[config.mk]
export PLATFORM = sky130hd
export DESIGN_NAME = stun_frame_length_check_core
export DESIGN_NICKNAME = d
export VERILOG_FILES = /design/src/hdl/sflc_pkg.sv /design/src/hdl/stun_frame_length_check_core.sv /design/src/hdl/sflc_parse.sv /design/src/hdl/sflc_out.sv
export SDC_FILE = /design/constraint.sdc
export NUM_CORES = 1
export LEC_CHECK = 0
export BUFFER_PORTS_ARGS = -buffer_cell sky130_fd_sc_hd__buf_2
export CAP_MARGIN = 10
export CORE_MARGIN = 2
export CORE_UTILIZATION = 60
export CTS_CLUSTER_DIAMETER = 100
export DETAILED_ROUTE_END_ITERATION = 6
export GPL_TIMING_DRIVEN = 0
export PLACE_DENSITY = 0.78
export SYNTH_ARGS = -nofsm -noshare
export SYNTH_HDL_FRONTEND = slang
export SYNTH_SLANG_ARGS = --single-unit
[constraint.sdc]
create_clock -name clk -period 6 [get_ports clk]
set_clock_uncertainty 0.2 [all_clocks]
set_input_delay 0.9 -clock clk [delete_from_list [all_inputs] [get_ports clk]]
set_output_delay 0.9 -clock clk [all_outputs]
set_load 0.02 [all_outputs]
[src/hdl/sflc_pkg.sv]
package sflc_pkg;

  localparam int unsigned POS_W     = 17;
  localparam int unsigned LEN_W     = 17;
  localparam int unsigned CNT_W     = POS_W + 1;
  localparam int unsigned CFG_IDX_W = 1;

  localparam logic [LEN_W-1:0] HDR_LEN      = LEN_W'(20);
  localparam logic [POS_W-1:0] ATTR_HDR_IDX = POS_W'(20);
  localparam logic [CNT_W-1:0] ATTR_HDR_LEN = CNT_W'(4);
  localparam int unsigned      TYPE_SHIFT   = 6;
  localparam logic [POS_W-1:0] POS_MAX      = {POS_W{1'b1}};

  localparam logic [CFG_IDX_W-1:0] CFG_PAD_ALIGN       = 1'b0;
  localparam logic [CFG_IDX_W-1:0] CFG_WALK_ATTRIBUTES = 1'b1;

  typedef enum logic [1:0] {
    STATUS_VALID      = 2'd0,
    STATUS_INVALID    = 2'd1,
    STATUS_INCOMPLETE = 2'd2
  } status_t;

  typedef enum logic [1:0] {
    PH_TYPE_HI = 2'd0,
    PH_TYPE_LO = 2'd1,
    PH_LEN_HI  = 2'd2,
    PH_LEN_LO  = 2'd3
  } attr_phase_t;

  typedef struct packed {
    logic pad_align;
    logic walk_attributes;
  } cfg_t;

  typedef struct packed {
    logic accept;
    logic last_byte;
  } byte_ctl_t;

  typedef struct packed {
    status_t          status;
    logic [LEN_W-1:0] message_length;
  } verdict_t;

endpackage

[src/hdl/stun_frame_length_check_core.sv]
// Checks the framing of a STUN message carried in one datagram, taking one datagram
// byte per word on the input channel and returning one verdict word for the byte
// marked last (status 0 valid, 1 invalid, 2 incomplete, with the message length when
// valid). The core sustains one byte per cycle: every byte is parsed in the cycle it
// is accepted by a single pass of counter and compare logic, and a verdict is held
// in a one-word output register, so the input stalls only while that register holds
// a verdict the receiver has not yet taken. The verdict appears in the cycle after
// its last byte is accepted. The padding register (index 0) and the walk_attributes
// register (index 1) reset to 1 and should be written only between datagrams with
// no verdict pending.
module stun_frame_length_check_core (
  input  logic                                clk,
  input  logic                                rst_n,
  input  logic                                in_valid,
  output logic                                in_ready,
  input  logic [7:0]                          in_data_byte,
  input  logic                                in_last_byte,
  output logic                                out_valid,
  input  logic                                out_ready,
  output logic [1:0]                          out_status,
  output logic [sflc_pkg::LEN_W-1:0]          out_message_length,
  input  logic                                cfg_valid,
  output logic                                cfg_ready,
  input  logic [sflc_pkg::CFG_IDX_W-1:0]      cfg_index,
  input  logic                                cfg_data
);

  // Configuration registers; writes are always taken.
  sflc_pkg::cfg_t cfg_r, cfg_nxt;

  assign cfg_ready = 1'b1;

  always_comb begin
    cfg_nxt = cfg_r;
    if (cfg_valid) begin
      case (cfg_index)
        sflc_pkg::CFG_PAD_ALIGN:       cfg_nxt.pad_align       = cfg_data;
        sflc_pkg::CFG_WALK_ATTRIBUTES: cfg_nxt.walk_attributes = cfg_data;
        default:                       cfg_nxt = cfg_r;
      endcase
    end
  end

  always_ff @(posedge clk) begin
    if (!rst_n) begin
      cfg_r <= '{pad_align: 1'b1, walk_attributes: 1'b1};
    end else begin
      cfg_r <= cfg_nxt;
    end
  end

  // A byte is taken whenever the output register is empty or being drained.
  sflc_pkg::byte_ctl_t ctl;
  sflc_pkg::verdict_t  verdict;
  logic                out_free;

  assign in_ready      = out_free;
  assign ctl.accept    = in_valid && in_ready;
  assign ctl.last_byte = in_last_byte;

  sflc_parse u_parse (
    .clk       (clk),
    .rst_n     (rst_n),
    .cfg       (cfg_r),
    .ctl       (ctl),
    .data_byte (in_data_byte),
    .verdict   (verdict)
  );

  // Only the last byte of a datagram produces a verdict word.
  sflc_out u_out (
    .clk                (clk),
    .rst_n              (rst_n),
    .load               (ctl.accept && ctl.last_byte),
    .verdict            (verdict),
    .out_ready          (out_ready),
    .out_valid          (out_valid),
    .out_status         (out_status),
    .out_message_length (out_message_length),
    .free               (out_free)
  );

`ifndef SYNTHESIS
  // A valid verdict always covers at least the 20-byte header.
  assert property (@(posedge clk) disable iff (!rst_n)
    out_valid && out_status == sflc_pkg::STATUS_VALID |-> out_message_length >= 17'd20)
    else $error("valid verdict with length below header size");

  // Non-valid verdicts report a zero length.
  assert property (@(posedge clk) disable iff (!rst_n)
    out_valid && out_status != sflc_pkg::STATUS_VALID |-> out_message_length == '0)
    else $error("non-valid verdict with nonzero length");

  // A byte that does not close the datagram leaves no verdict behind.
  assert property (@(posedge clk) disable iff (!rst_n)
    in_valid && in_ready && !in_last_byte |=> !out_valid)
    else $error("verdict produced for a non-final byte");

  // The closing byte always yields a verdict in the next cycle.
  assert property (@(posedge clk) disable iff (!rst_n)
    in_valid && in_ready && in_last_byte |=> out_valid)
    else $error("no verdict after final byte");
`endif

endmodule

[src/hdl/sflc_parse.sv]
module sflc_parse (
  input  logic               clk,
  input  logic               rst_n,
  input  sflc_pkg::cfg_t     cfg,
  input  sflc_pkg::byte_ctl_t ctl,
  input  logic [7:0]         data_byte,
  output sflc_pkg::verdict_t verdict
);

  logic [sflc_pkg::POS_W-1:0] pos_r, pos_nxt;
  logic [7:0]                 len_hi_r, len_hi_nxt;
  logic [sflc_pkg::LEN_W-1:0] total_r, total_nxt;
  logic                       first_bad_r, first_bad_nxt;
  sflc_pkg::attr_phase_t      phase_r, phase_nxt;
  logic [sflc_pkg::LEN_W-1:0] skip_r, skip_nxt;
  logic                       walk_fail_r, walk_fail_nxt;

  logic [sflc_pkg::CNT_W-1:0] cnt;
  logic [sflc_pkg::LEN_W-1:0] alen;
  logic [sflc_pkg::LEN_W-1:0] remaining;

  always_comb begin
    pos_nxt       = pos_r;
    len_hi_nxt    = len_hi_r;
    total_nxt     = total_r;
    first_bad_nxt = first_bad_r;
    phase_nxt     = phase_r;
    skip_nxt      = skip_r;
    walk_fail_nxt = walk_fail_r;
    verdict       = '{status: sflc_pkg::STATUS_VALID, message_length: '0};

    cnt       = {1'b0, pos_r} + sflc_pkg::CNT_W'(1);
    remaining = total_r - cnt[sflc_pkg::LEN_W-1:0];
    alen      = {1'b0, len_hi_r, data_byte};
    if (cfg.pad_align) begin
      alen = (alen + sflc_pkg::LEN_W'(3)) & ~sflc_pkg::LEN_W'(3);
    end

    if (ctl.accept) begin
      if (pos_r == '0) begin
        first_bad_nxt = (data_byte >> sflc_pkg::TYPE_SHIFT) != 8'd0;
      end else if (pos_r == sflc_pkg::POS_W'(2)) begin
        len_hi_nxt = data_byte;
      end else if (pos_r == sflc_pkg::POS_W'(3)) begin
        total_nxt = {1'b0, len_hi_r, data_byte} + sflc_pkg::HDR_LEN;
      end else if (pos_r >= sflc_pkg::ATTR_HDR_IDX && pos_r < total_r) begin
        // Attribute walk: skip value bytes, then collect the next 4-byte header.
        if (!walk_fail_r) begin
          if (skip_r != '0) begin
            skip_nxt = skip_r - sflc_pkg::LEN_W'(1);
          end else begin
            case (phase_r)
              sflc_pkg::PH_TYPE_HI: phase_nxt = sflc_pkg::PH_TYPE_LO;
              sflc_pkg::PH_TYPE_LO: phase_nxt = sflc_pkg::PH_LEN_HI;
              sflc_pkg::PH_LEN_HI: begin
                len_hi_nxt = data_byte;
                phase_nxt  = sflc_pkg::PH_LEN_LO;
              end
              default: begin
                if (alen > remaining) begin
                  walk_fail_nxt = 1'b1;
                end else begin
                  skip_nxt = alen;
                end
                phase_nxt = sflc_pkg::PH_TYPE_HI;
              end
            endcase
          end
          // A header cut off by the end of the message is an overrun.
          if (cnt == {1'b0, total_r} && phase_nxt != sflc_pkg::PH_TYPE_HI) begin
            walk_fail_nxt = 1'b1;
          end
        end
      end

      if (ctl.last_byte) begin
        if (first_bad_nxt) begin
          verdict.status = sflc_pkg::STATUS_INVALID;
        end else if (cnt < sflc_pkg::ATTR_HDR_LEN) begin
          verdict.status = sflc_pkg::STATUS_INCOMPLETE;
        end else if (cfg.pad_align && total_nxt[1:0] != 2'b00) begin
          verdict.status = sflc_pkg::STATUS_INVALID;
        end else if (cnt < {1'b0, total_nxt}) begin
          verdict.status = sflc_pkg::STATUS_INCOMPLETE;
        end else if (cfg.walk_attributes && walk_fail_nxt) begin
          verdict.status = sflc_pkg::STATUS_INVALID;
        end else begin
          verdict.status         = sflc_pkg::STATUS_VALID;
          verdict.message_length = total_nxt;
        end
        pos_nxt       = '0;
        len_hi_nxt    = '0;
        total_nxt     = '0;
        first_bad_nxt = 1'b0;
        phase_nxt     = sflc_pkg::PH_TYPE_HI;
        skip_nxt      = '0;
        walk_fail_nxt = 1'b0;
      end else begin
        pos_nxt = (pos_r == sflc_pkg::POS_MAX) ? pos_r : cnt[sflc_pkg::POS_W-1:0];
      end
    end
  end

  always_ff @(posedge clk) begin
    if (!rst_n) begin
      pos_r       <= '0;
      len_hi_r    <= '0;
      total_r     <= '0;
      first_bad_r <= 1'b0;
      phase_r     <= sflc_pkg::PH_TYPE_HI;
      skip_r      <= '0;
      walk_fail_r <= 1'b0;
    end else begin
      pos_r       <= pos_nxt;
      len_hi_r    <= len_hi_nxt;
      total_r     <= total_nxt;
      first_bad_r <= first_bad_nxt;
      phase_r     <= phase_nxt;
      skip_r      <= skip_nxt;
      walk_fail_r <= walk_fail_nxt;
    end
  end

endmodule

[src/hdl/sflc_out.sv]
module sflc_out (
  input  logic                       clk,
  input  logic                       rst_n,
  input  logic                       load,
  input  sflc_pkg::verdict_t         verdict,
  input  logic                       out_ready,
  output logic                       out_valid,
  output logic [1:0]                 out_status,
  output logic [sflc_pkg::LEN_W-1:0] out_message_length,
  output logic                       free
);

  logic               valid_r, valid_nxt;
  sflc_pkg::verdict_t data_r;

  assign free      = !valid_r || out_ready;
  assign valid_nxt = load || (valid_r && !out_ready);

  always_ff @(posedge clk) begin
    if (!rst_n) begin
      valid_r <= 1'b0;
    end else begin
      valid_r <= valid_nxt;
    end
  end

  always_ff @(posedge clk) begin
    if (load) begin
      data_r <= verdict;
    end
  end

  assign out_valid          = valid_r;
  assign out_status         = data_r.status;
  assign out_message_length = data_r.message_length;

endmodule

[Word level (Yosys, flattened, before mapping)]
Index checks and enable logic that the tools add are counted.
Storage, ports and cells
  output and inout port bits: 22
  input bits: 16
  register bits: 85
Operators by class
  $lt $le $gt $ge: 5
  eq/ne operators: 16
  bitwise logic cells: 3
  reduce and logical (&&, ||, !) cells: 30
  $add $sub $neg: 5
  multiplexer cells: 58
Operators by type and width (count)
  17-bit 2-to-1 mux: 17
  8-bit 2-to-1 mux: 8
  17-bit by 2-bit == test with 1-bit output (second input constant): 2
  2-bit 2-to-1 mux: 16
  17-bit by 1-bit adder with 18-bit output (second input constant): 1
  18-bit by 17-bit == test with 1-bit output: 1
  18-bit by 17-bit less-than comparator with 1-bit output: 1
  18-bit by 3-bit less-than comparator with 1-bit output (second input constant): 1
  16-bit by 2-bit adder with 17-bit output (second input constant): 1
  16-bit by 5-bit adder with 17-bit output (second input constant): 1
  17-bit == test (second input constant): 1
  17-bit by 5-bit greater-or-equal comparator with 1-bit output (second input constant): 1
  17-bit greater-than comparator: 1
  17-bit zero test: 1
  17-bit less-than comparator: 1
  17-bit nonzero test: 1
  17-bit by 1-bit subtractor with 17-bit output (second input constant): 1
  17-bit subtractor: 1
  1-bit 2-to-1 mux: 16
  2-bit != test (second input constant): 5
  3-bit by 2-bit != test with 1-bit output (second input constant): 3
  2-bit AND reduction: 4
  8-bit AND reduction: 1
  8-bit nonzero test: 1
  16 further kinds: 30

[Longest topological paths before layout]
  depth in word-level cells: 24
  mapped depth: 27
  depth with buffers taken out: 24

[Hierarchy]
A second synthesis with hierarchy kept.
Unflattened totals
  cells, all modules: 910
  area total of the unflattened synthesis: 7166.9 um^2
By module, submodules not included
  sflc_parse: area each 6436.2 um^2, instances 1, cells an instance 874
  sflc_out: area each 619.3 um^2, instances 1, cells an instance 23
  stun_frame_length_check_core: area each 111.4 um^2, instances 1, cells an instance 13

[Worst setup path before layout]
No wires, ideal clock.
  path kind: register -> register
  from: reg u_parse.pos_r[4] (netlist bit)
  to: reg u_parse.skip_r[0] (netlist bit)
  clock period less this slack: 5.507 ns
  library setup time: 0.091 ns
  arrival time: 5.216 ns
  buffers on the path: 2
  stages on the path, launching flop included: 27
  slack: 0.493 ns
  data required time: 5.709 ns
  cell sequence: dfxtp_1 nand3_2 or3_1 buf_2 xnor2_1 inv_1 ha_1 nand2_1 a21oi_2 a2111oi_4 a2111oi_0 nor2_1 a221oi_2 maj3_2 a21oi_2 xor2_1 ha_1 a21o_1 a21o_1 a21oi_1 nand2_1 o21ai_0 a21o_1 and3_1 clkbuf_1 a21oi_1 a311oi_1
Between the ends
  cells in the longest elaborated chain, start to end: 5
  elaborated cells between the ends (all ways): 15
Ends and longest elaborated chain
  start, declared: line sflc_parse.sv:10  | logic [sflc_pkg::POS_W-1:0] pos_r, pos_nxt;
  start signal, assigned: line sflc_parse.sv:114  | pos_r <= pos_nxt;
  17-bit by 1-bit adder with 18-bit output: line sflc_parse.sv:32  | cnt = {1'b0, pos_r} + sflc_pkg::CNT_W'(1);
  17-bit subtractor: line sflc_parse.sv:33  | remaining = total_r - cnt[sflc_pkg::LEN_W-1:0];
  17-bit greater-than comparator: line sflc_parse.sv:60  | if (alen > remaining) begin
  3-bit by 2-bit != test with 1-bit output (no line)
  8-bit AND reduction (no line) (*)
  end signal, assigned: line sflc_parse.sv:119  | skip_r <= skip_nxt;
  end, declared: line sflc_parse.sv:15  | logic [sflc_pkg::LEN_W-1:0] skip_r, skip_nxt;
Every way passes the cells marked *; elsewhere a longest branch is shown, timed or not.
A chain may end at the register's enable or synchronous reset.

[Final worst setup path]
  from: reg u_parse.pos_r[1] (netlist bit)
  to: reg u_out.data_r (netlist bit u_out.out_message_length[11]) (data pin)
Between the ends
  cells in the longest elaborated chain, start to end: 15
  elaborated cells between the ends (all ways): 33
Ends and longest elaborated chain
  17-bit by 1-bit adder with 18-bit output: line sflc_parse.sv:32
  17-bit subtractor: line sflc_parse.sv:33
  17-bit greater-than comparator: line sflc_parse.sv:60
  1-bit 2-to-1 mux: line sflc_parse.sv:60
  1-bit 2-to-1 mux: line sflc_parse.sv:52  | case (phase_r)
  1-bit 2-to-1 mux: line sflc_parse.sv:49  | if (skip_r != '0) begin
  1-bit 2-to-1 mux: line sflc_parse.sv:70  | if (cnt == {1'b0, total_r} && phase_nxt != sflc_pkg::PH_TYPE_HI) begin
  1-bit 2-to-1 mux: line sflc_parse.sv:48  | if (!walk_fail_r) begin
  1-bit 2-to-1 mux: line sflc_parse.sv:46  | end else if (pos_r >= sflc_pkg::ATTR_HDR_IDX && pos_r < total_r) begin
  1-bit 2-to-1 mux: line sflc_parse.sv:44  | end else if (pos_r == sflc_pkg::POS_W'(3)) begin
  1-bit 2-to-1 mux: line sflc_parse.sv:42  | end else if (pos_r == sflc_pkg::POS_W'(2)) begin
  1-bit 2-to-1 mux: line sflc_parse.sv:40  | if (pos_r == '0) begin
  1-bit 2-to-1 mux: line sflc_parse.sv:39  | if (ctl.accept) begin
  1-bit logical AND: line sflc_parse.sv:85  | end else if (cfg.walk_attributes && walk_fail_nxt) begin
  7-bit OR reduction (no line)
  end signal, assigned: line sflc_out.sv:29  | data_r <= verdict;
  end, declared: line sflc_out.sv:14  | sflc_pkg::verdict_t data_r;
Several ways; a longest one is shown, not always the timed one. The select of a mux whose other input is x is not followed.

==> insert_results.sql <==
INSERT INTO impl_metrics (metric_group, metric, value, unit) VALUES
('placement', 'dp_worst_setup_slack', '-0.579', 'ns'),
('floorplan', 'io_count', '38', ''),
('placement', 'port_buffers', '34', ''),
('floorplan', 'floorplan.rows', '39', ''),
('clock_network', 'cts_buffers', '9', ''),
('worst_setup_path', 'cpMostUsedCell', 'a21oi_2', ''),
('sta', 'worst_slack', '0.0691', 'ns'),
('logic_synthesis', 'number_of_synthesis_warnings', '0', ''),
('logic_synthesis', 'postSynthNetCount', '945', ''),
('sta', 'fin_hold_ws', '0.282', 'ns'),
('clock_network', 'clock-sinks', '85', ''),
('final_layout', 'final_cell_count_no_fill', '1070', ''),
('placement', 'detailed_place.area', '0.00735', 'mm^2'),
('final_layout', 'num-fill-cells', '960', ''),
('placement', 'place_congestion', '0.985', ''),
('logic_synthesis', 'synth_area', '0.00700', 'mm^2'),
('pwr', 'peakVddDrop', '0.198', 'mV'),
('drt', 'finalWirelength', '22600', 'um'),
('pwr', 'p_leak', '3.20', 'nW'),
('worst_setup_path', 'cp_data_required_time', '6.02', 'ns'),
('floorplan', 'dieArea', '0.0125', 'mm^2'),
('clock_network', 'clk_pin_slew_worst_paths', '0.07', 'ns'),
('final_layout', 'fin_area', '0.00794', 'mm^2'),
('logic_synthesis', 'synth_sequential_area_ratio', '27.0', '%'),
('sta', 'setup_viol_count_final', '0', ''),
('final_layout', 'antenna_cells', '0', ''),
('clock_network', 'cts.htree.levels', '3', ''),
('drt', 'drc_errors', '0', ''),
('worst_setup_path', 'cp.arrival', '5.95', 'ns'),
('status', 'run_status', 'complete, no violations', ''),
('sta', 'timing.fmax', '169', 'MHz'),
('sta', 'timing_max_transition_violations_final', '0', ''),
('final_layout', 'net_count_of_the_finished_layout', '1001', ''),
('clock_network', 'ctsLongestPathBuffers', '2', ''),
('sta', 'finalHoldViolCount', '0', ''),
('grt', 'first_pass_grt_wire_length', '34600', 'um'),
('worst_setup_path', 'setup.worst_path.end_class', 'register', ''),
('sta', 'grt_setup_unrepaired', 'yes', ''),
('drt', 'violation_count_after_the_first_detailed_routing_iteration', '676', ''),
('drt', 'wl_per_cell', '21.1', 'um'),
('logic_synthesis', 'count_of_flip_flops_with_a_built_in_enable_after_synthesis', '19', ''),
('hold_path', 'hold_path.class', 'register to register', ''),
('worst_setup_path', 'timing.setup.critical_path_class', 'register to register', ''),
('floorplan', 'fp.dieW', '112', 'um'),
('logic_synthesis', 'ys_async_sr_fraction', '0', '%'),
('worst_setup_path', 'critPathLaunchType', 'register', ''),
('logic_synthesis', 'synth.lib_cells_used.distinct', '82', ''),
('clock_network', 'insertion_delay', '0.35', 'ns'),
('logic_synthesis', 'average_cell_area_after_synthesis', '8.08', 'um^2'),
('grt', 'grt_usage', '35.4', '%'),
('grt', 'antenna_found_initial', '0', ''),
('drt', 'viasPerCell', '6.50', ''),
('final_layout', 'flow.area_growth_from_synthesis', '13.5', '%'),
('floorplan', 'core_region_area', '0.0114', 'mm^2'),
('drt', 'route.vias.total', '6956', ''),
('logic_synthesis', 'synthFlopType', 'dfxtp_1', ''),
('final_layout', 'drive_gt1_share', '15.6', '%'),
('pwr', 'power_density', '188', 'mW/mm^2'),
('logic_synthesis', 'post_synth_inst_count', '866', ''),
('clock_network', 'clock_tree_from_tritoncts', 'yes', ''),
('clock_network', 'ctsRootBufferMaster', 'clkbuf_16', ''),
('grt', 'pin_count_of_the_biggest_net_entering_global_routing', '23', ''),
('worst_setup_path', 'worst_path_max_delay_cell', 'fa_2', ''),
('drt', 'antenna_violating_nets_left', '0', ''),
('sta', 'slew-limit-headroom', '32.1', '%'),
('logic_synthesis', 'synth-seq-cells', '85', ''),
('drt', 'detailedRoute.firstPassIterationCount', '5', ''),
('grt', 'global_route.overflow_total', '0', ''),
('grt', 'first_global_vias', '6554', ''),
('sta', 'timing.final.crit_period', '5.93', 'ns'),
('sta', 'worst_pin_slew', '1.01', 'ns'),
('floorplan', 'dieHeight', '112', 'um'),
('clock_network', 'holdBufCountCts', '0', ''),
('placement', 'dp_hpwl', '17300', 'um'),
('job', 'drv.max_cap_violation_count', '0', ''),
('worst_setup_path', 'worst_path_maximum_fanout', '7', ''),
('placement', 'place.detailed.instances', '1043', ''),
('floorplan', 'initial_standard_cell_utilization_of_the_core', '61.3', '%'),
('sta', 'post-route-period-util', '98.8', '%'),
('worst_setup_path', 'slowest_delay', '0.40', 'ns');
==> layer usage <==
layer | track usage (%) | part of all wire (%) | vias to the layer above
met1 | 47.8 | 41 | 3321
li1 | - | - | 3189
met3 | 7.08 | 10 | 71
met5 | 0 | 0 | -
met2 | 54.7 | 45 | 375
met4 | 16.7 | 4.0 | 0
==> cells by family (layout without fill, tap and decap cells) <==
group | after synthesis | count (layout) | share of synthesized area, %
and+or+nand+nor | 338 | 338 | 24.3
AOI/OAI and AO/OA | 206 | 206 | 20.4
buffers and inverters | 90 | 151 | 5.58
DFF | 85 | 85 | 27.0
adders and majority gates | 70 | 70 | 12.4
xor gates and xnor gates | 68 | 68 | 9.05
muxes | 8 | 8 | 1.14
other | 1 | 1 | 0.0536
==> flip-flops by register name, indices dropped and copies added, names as in the netlist <==
| name | cells |
|---|---|
| u_out.out_message_length | 17 |
| u_parse.pos_r | 17 |
| u_parse.skip_r | 17 |
| u_parse.total_r | 17 |
| u_parse.len_hi_r | 8 |
| cfg_r | 2 |
| u_out.out_status | 2 |
| u_parse.phase_r | 2 |
| u_out.out_valid | 1 |
| u_parse.first_bad_r | 1 |
| u_parse.walk_fail_r | 1 |
==> report_power, final <==
part | internal (mW) | switching, mW | leakage [nW] | total, mW
registers | 0.594 | 0.00785 | 0.723 | 0.602
logic | 0.0954 | 0.185 | 2.33 | 0.281
clock network | 0.363 | 0.248 | 0.153 | 0.611
==> cells in the final DEF, fill, tap and decap left out, drive strengths merged, types with 24 or more instances in the layout <==
| master | instances |
|---|---|
| buf | 59 |
| xor2 | 24 |
| nor2 | 132 |
| a21oi | 81 |
| dfxtp | 66 |
| clkbuf | 35 |
| ha | 62 |
| inv | 49 |
| xnor2 | 44 |
| nand2 | 79 |
==> cell usage after synthesis, types with 8 or more instances <==
cell      count  share of area [%]
o21a_1       11                1.2
dfxtp_1      66                 19
nand3_1      21                1.5
edfxtp_1     19                8.2
a21oi_1      76                5.4
xnor2_1      42                5.3
nand2_1      79                4.2
o31ai_1       8               0.86
o211ai_1     11                1.2
ha_1         62                 11
nor2_1      120                6.4
nor3_1       21                1.5
and3_1       12                1.1
mux2i_1       8                1.1
xor2_1       21                2.6
a22oi_1      13                1.4
nand4_1      19                1.7
o21ai_0      20                1.4
clkbuf_1     26                1.4
a21o_1       21                2.3
inv_1        48                2.6
==> per-stage QoR <==
stage	TNS, ns	utilization, %	total power [mW]
2_1_floorplan	0	-	0.794
3_3_place_gp	-13.15	64.3	0.863
3_5_place_dp	-17.33	64.3	0.871
4_1_cts	0	67.8	1.47
5_1_grt	-1.40	69.5	1.54
6_report	0	69.5	1.49
==> final cells by class <==
cell class / instances / area (um^2) / share of cell area, %
inverters: 50 / 188 / 2.36
clock inverters: 7 / 90.1 / 1.13
clock buffers: 9 / 225 / 2.84
plain buffers: 39 / 215 / 2.71
well taps: 143 / 179 / 2.25
repair buffers: 46 / 298 / 3.75
multi-input cells: 691 / 4850 / 61.1
flip-flops and latches: 85 / 1900 / 23.9
==> worst paths after layout <==
| check | from | to | slack (ns) | depth (start not counted) |
|---|---|---|---|---|
| setup reg to reg | u_parse.pos_r[1] | u_out.out_message_length[11] | 0.07 | 26 |
| hold reg to reg | u_parse.skip_r[15] | u_parse.skip_r[15] | 0.28 | 2 |
| setup / recovery | u_parse.pos_r[1] | u_out.out_message_length[11] | 0.07 | 26 |
| hold / removal | u_parse.skip_r[15] | u_parse.skip_r[15] | 0.28 | 2 |
==> critical path, delay by kind of cell, from the launching register on <==
family                   cells  cell delay, ns
AO/OA/AOI/OAI               12            2.23
XOR/XNOR                     1            0.17
adder cells (fa/ha/maj)      5            1.69
buffers and inverters        4            0.67
AND/OR/NAND/NOR              4            0.46
flip-flops                   1            0.38
==> repair_timing <==
action | 4_1_cts | 5_1_grt
setup endpoints to repair | 35 | 35
gates cloned | 0 | 1
resized for setup | 11 | 28
pin swaps | 4 | 14
setup buffers | 5 | 6
Note: power is estimated with default switching activity, not from simulation.
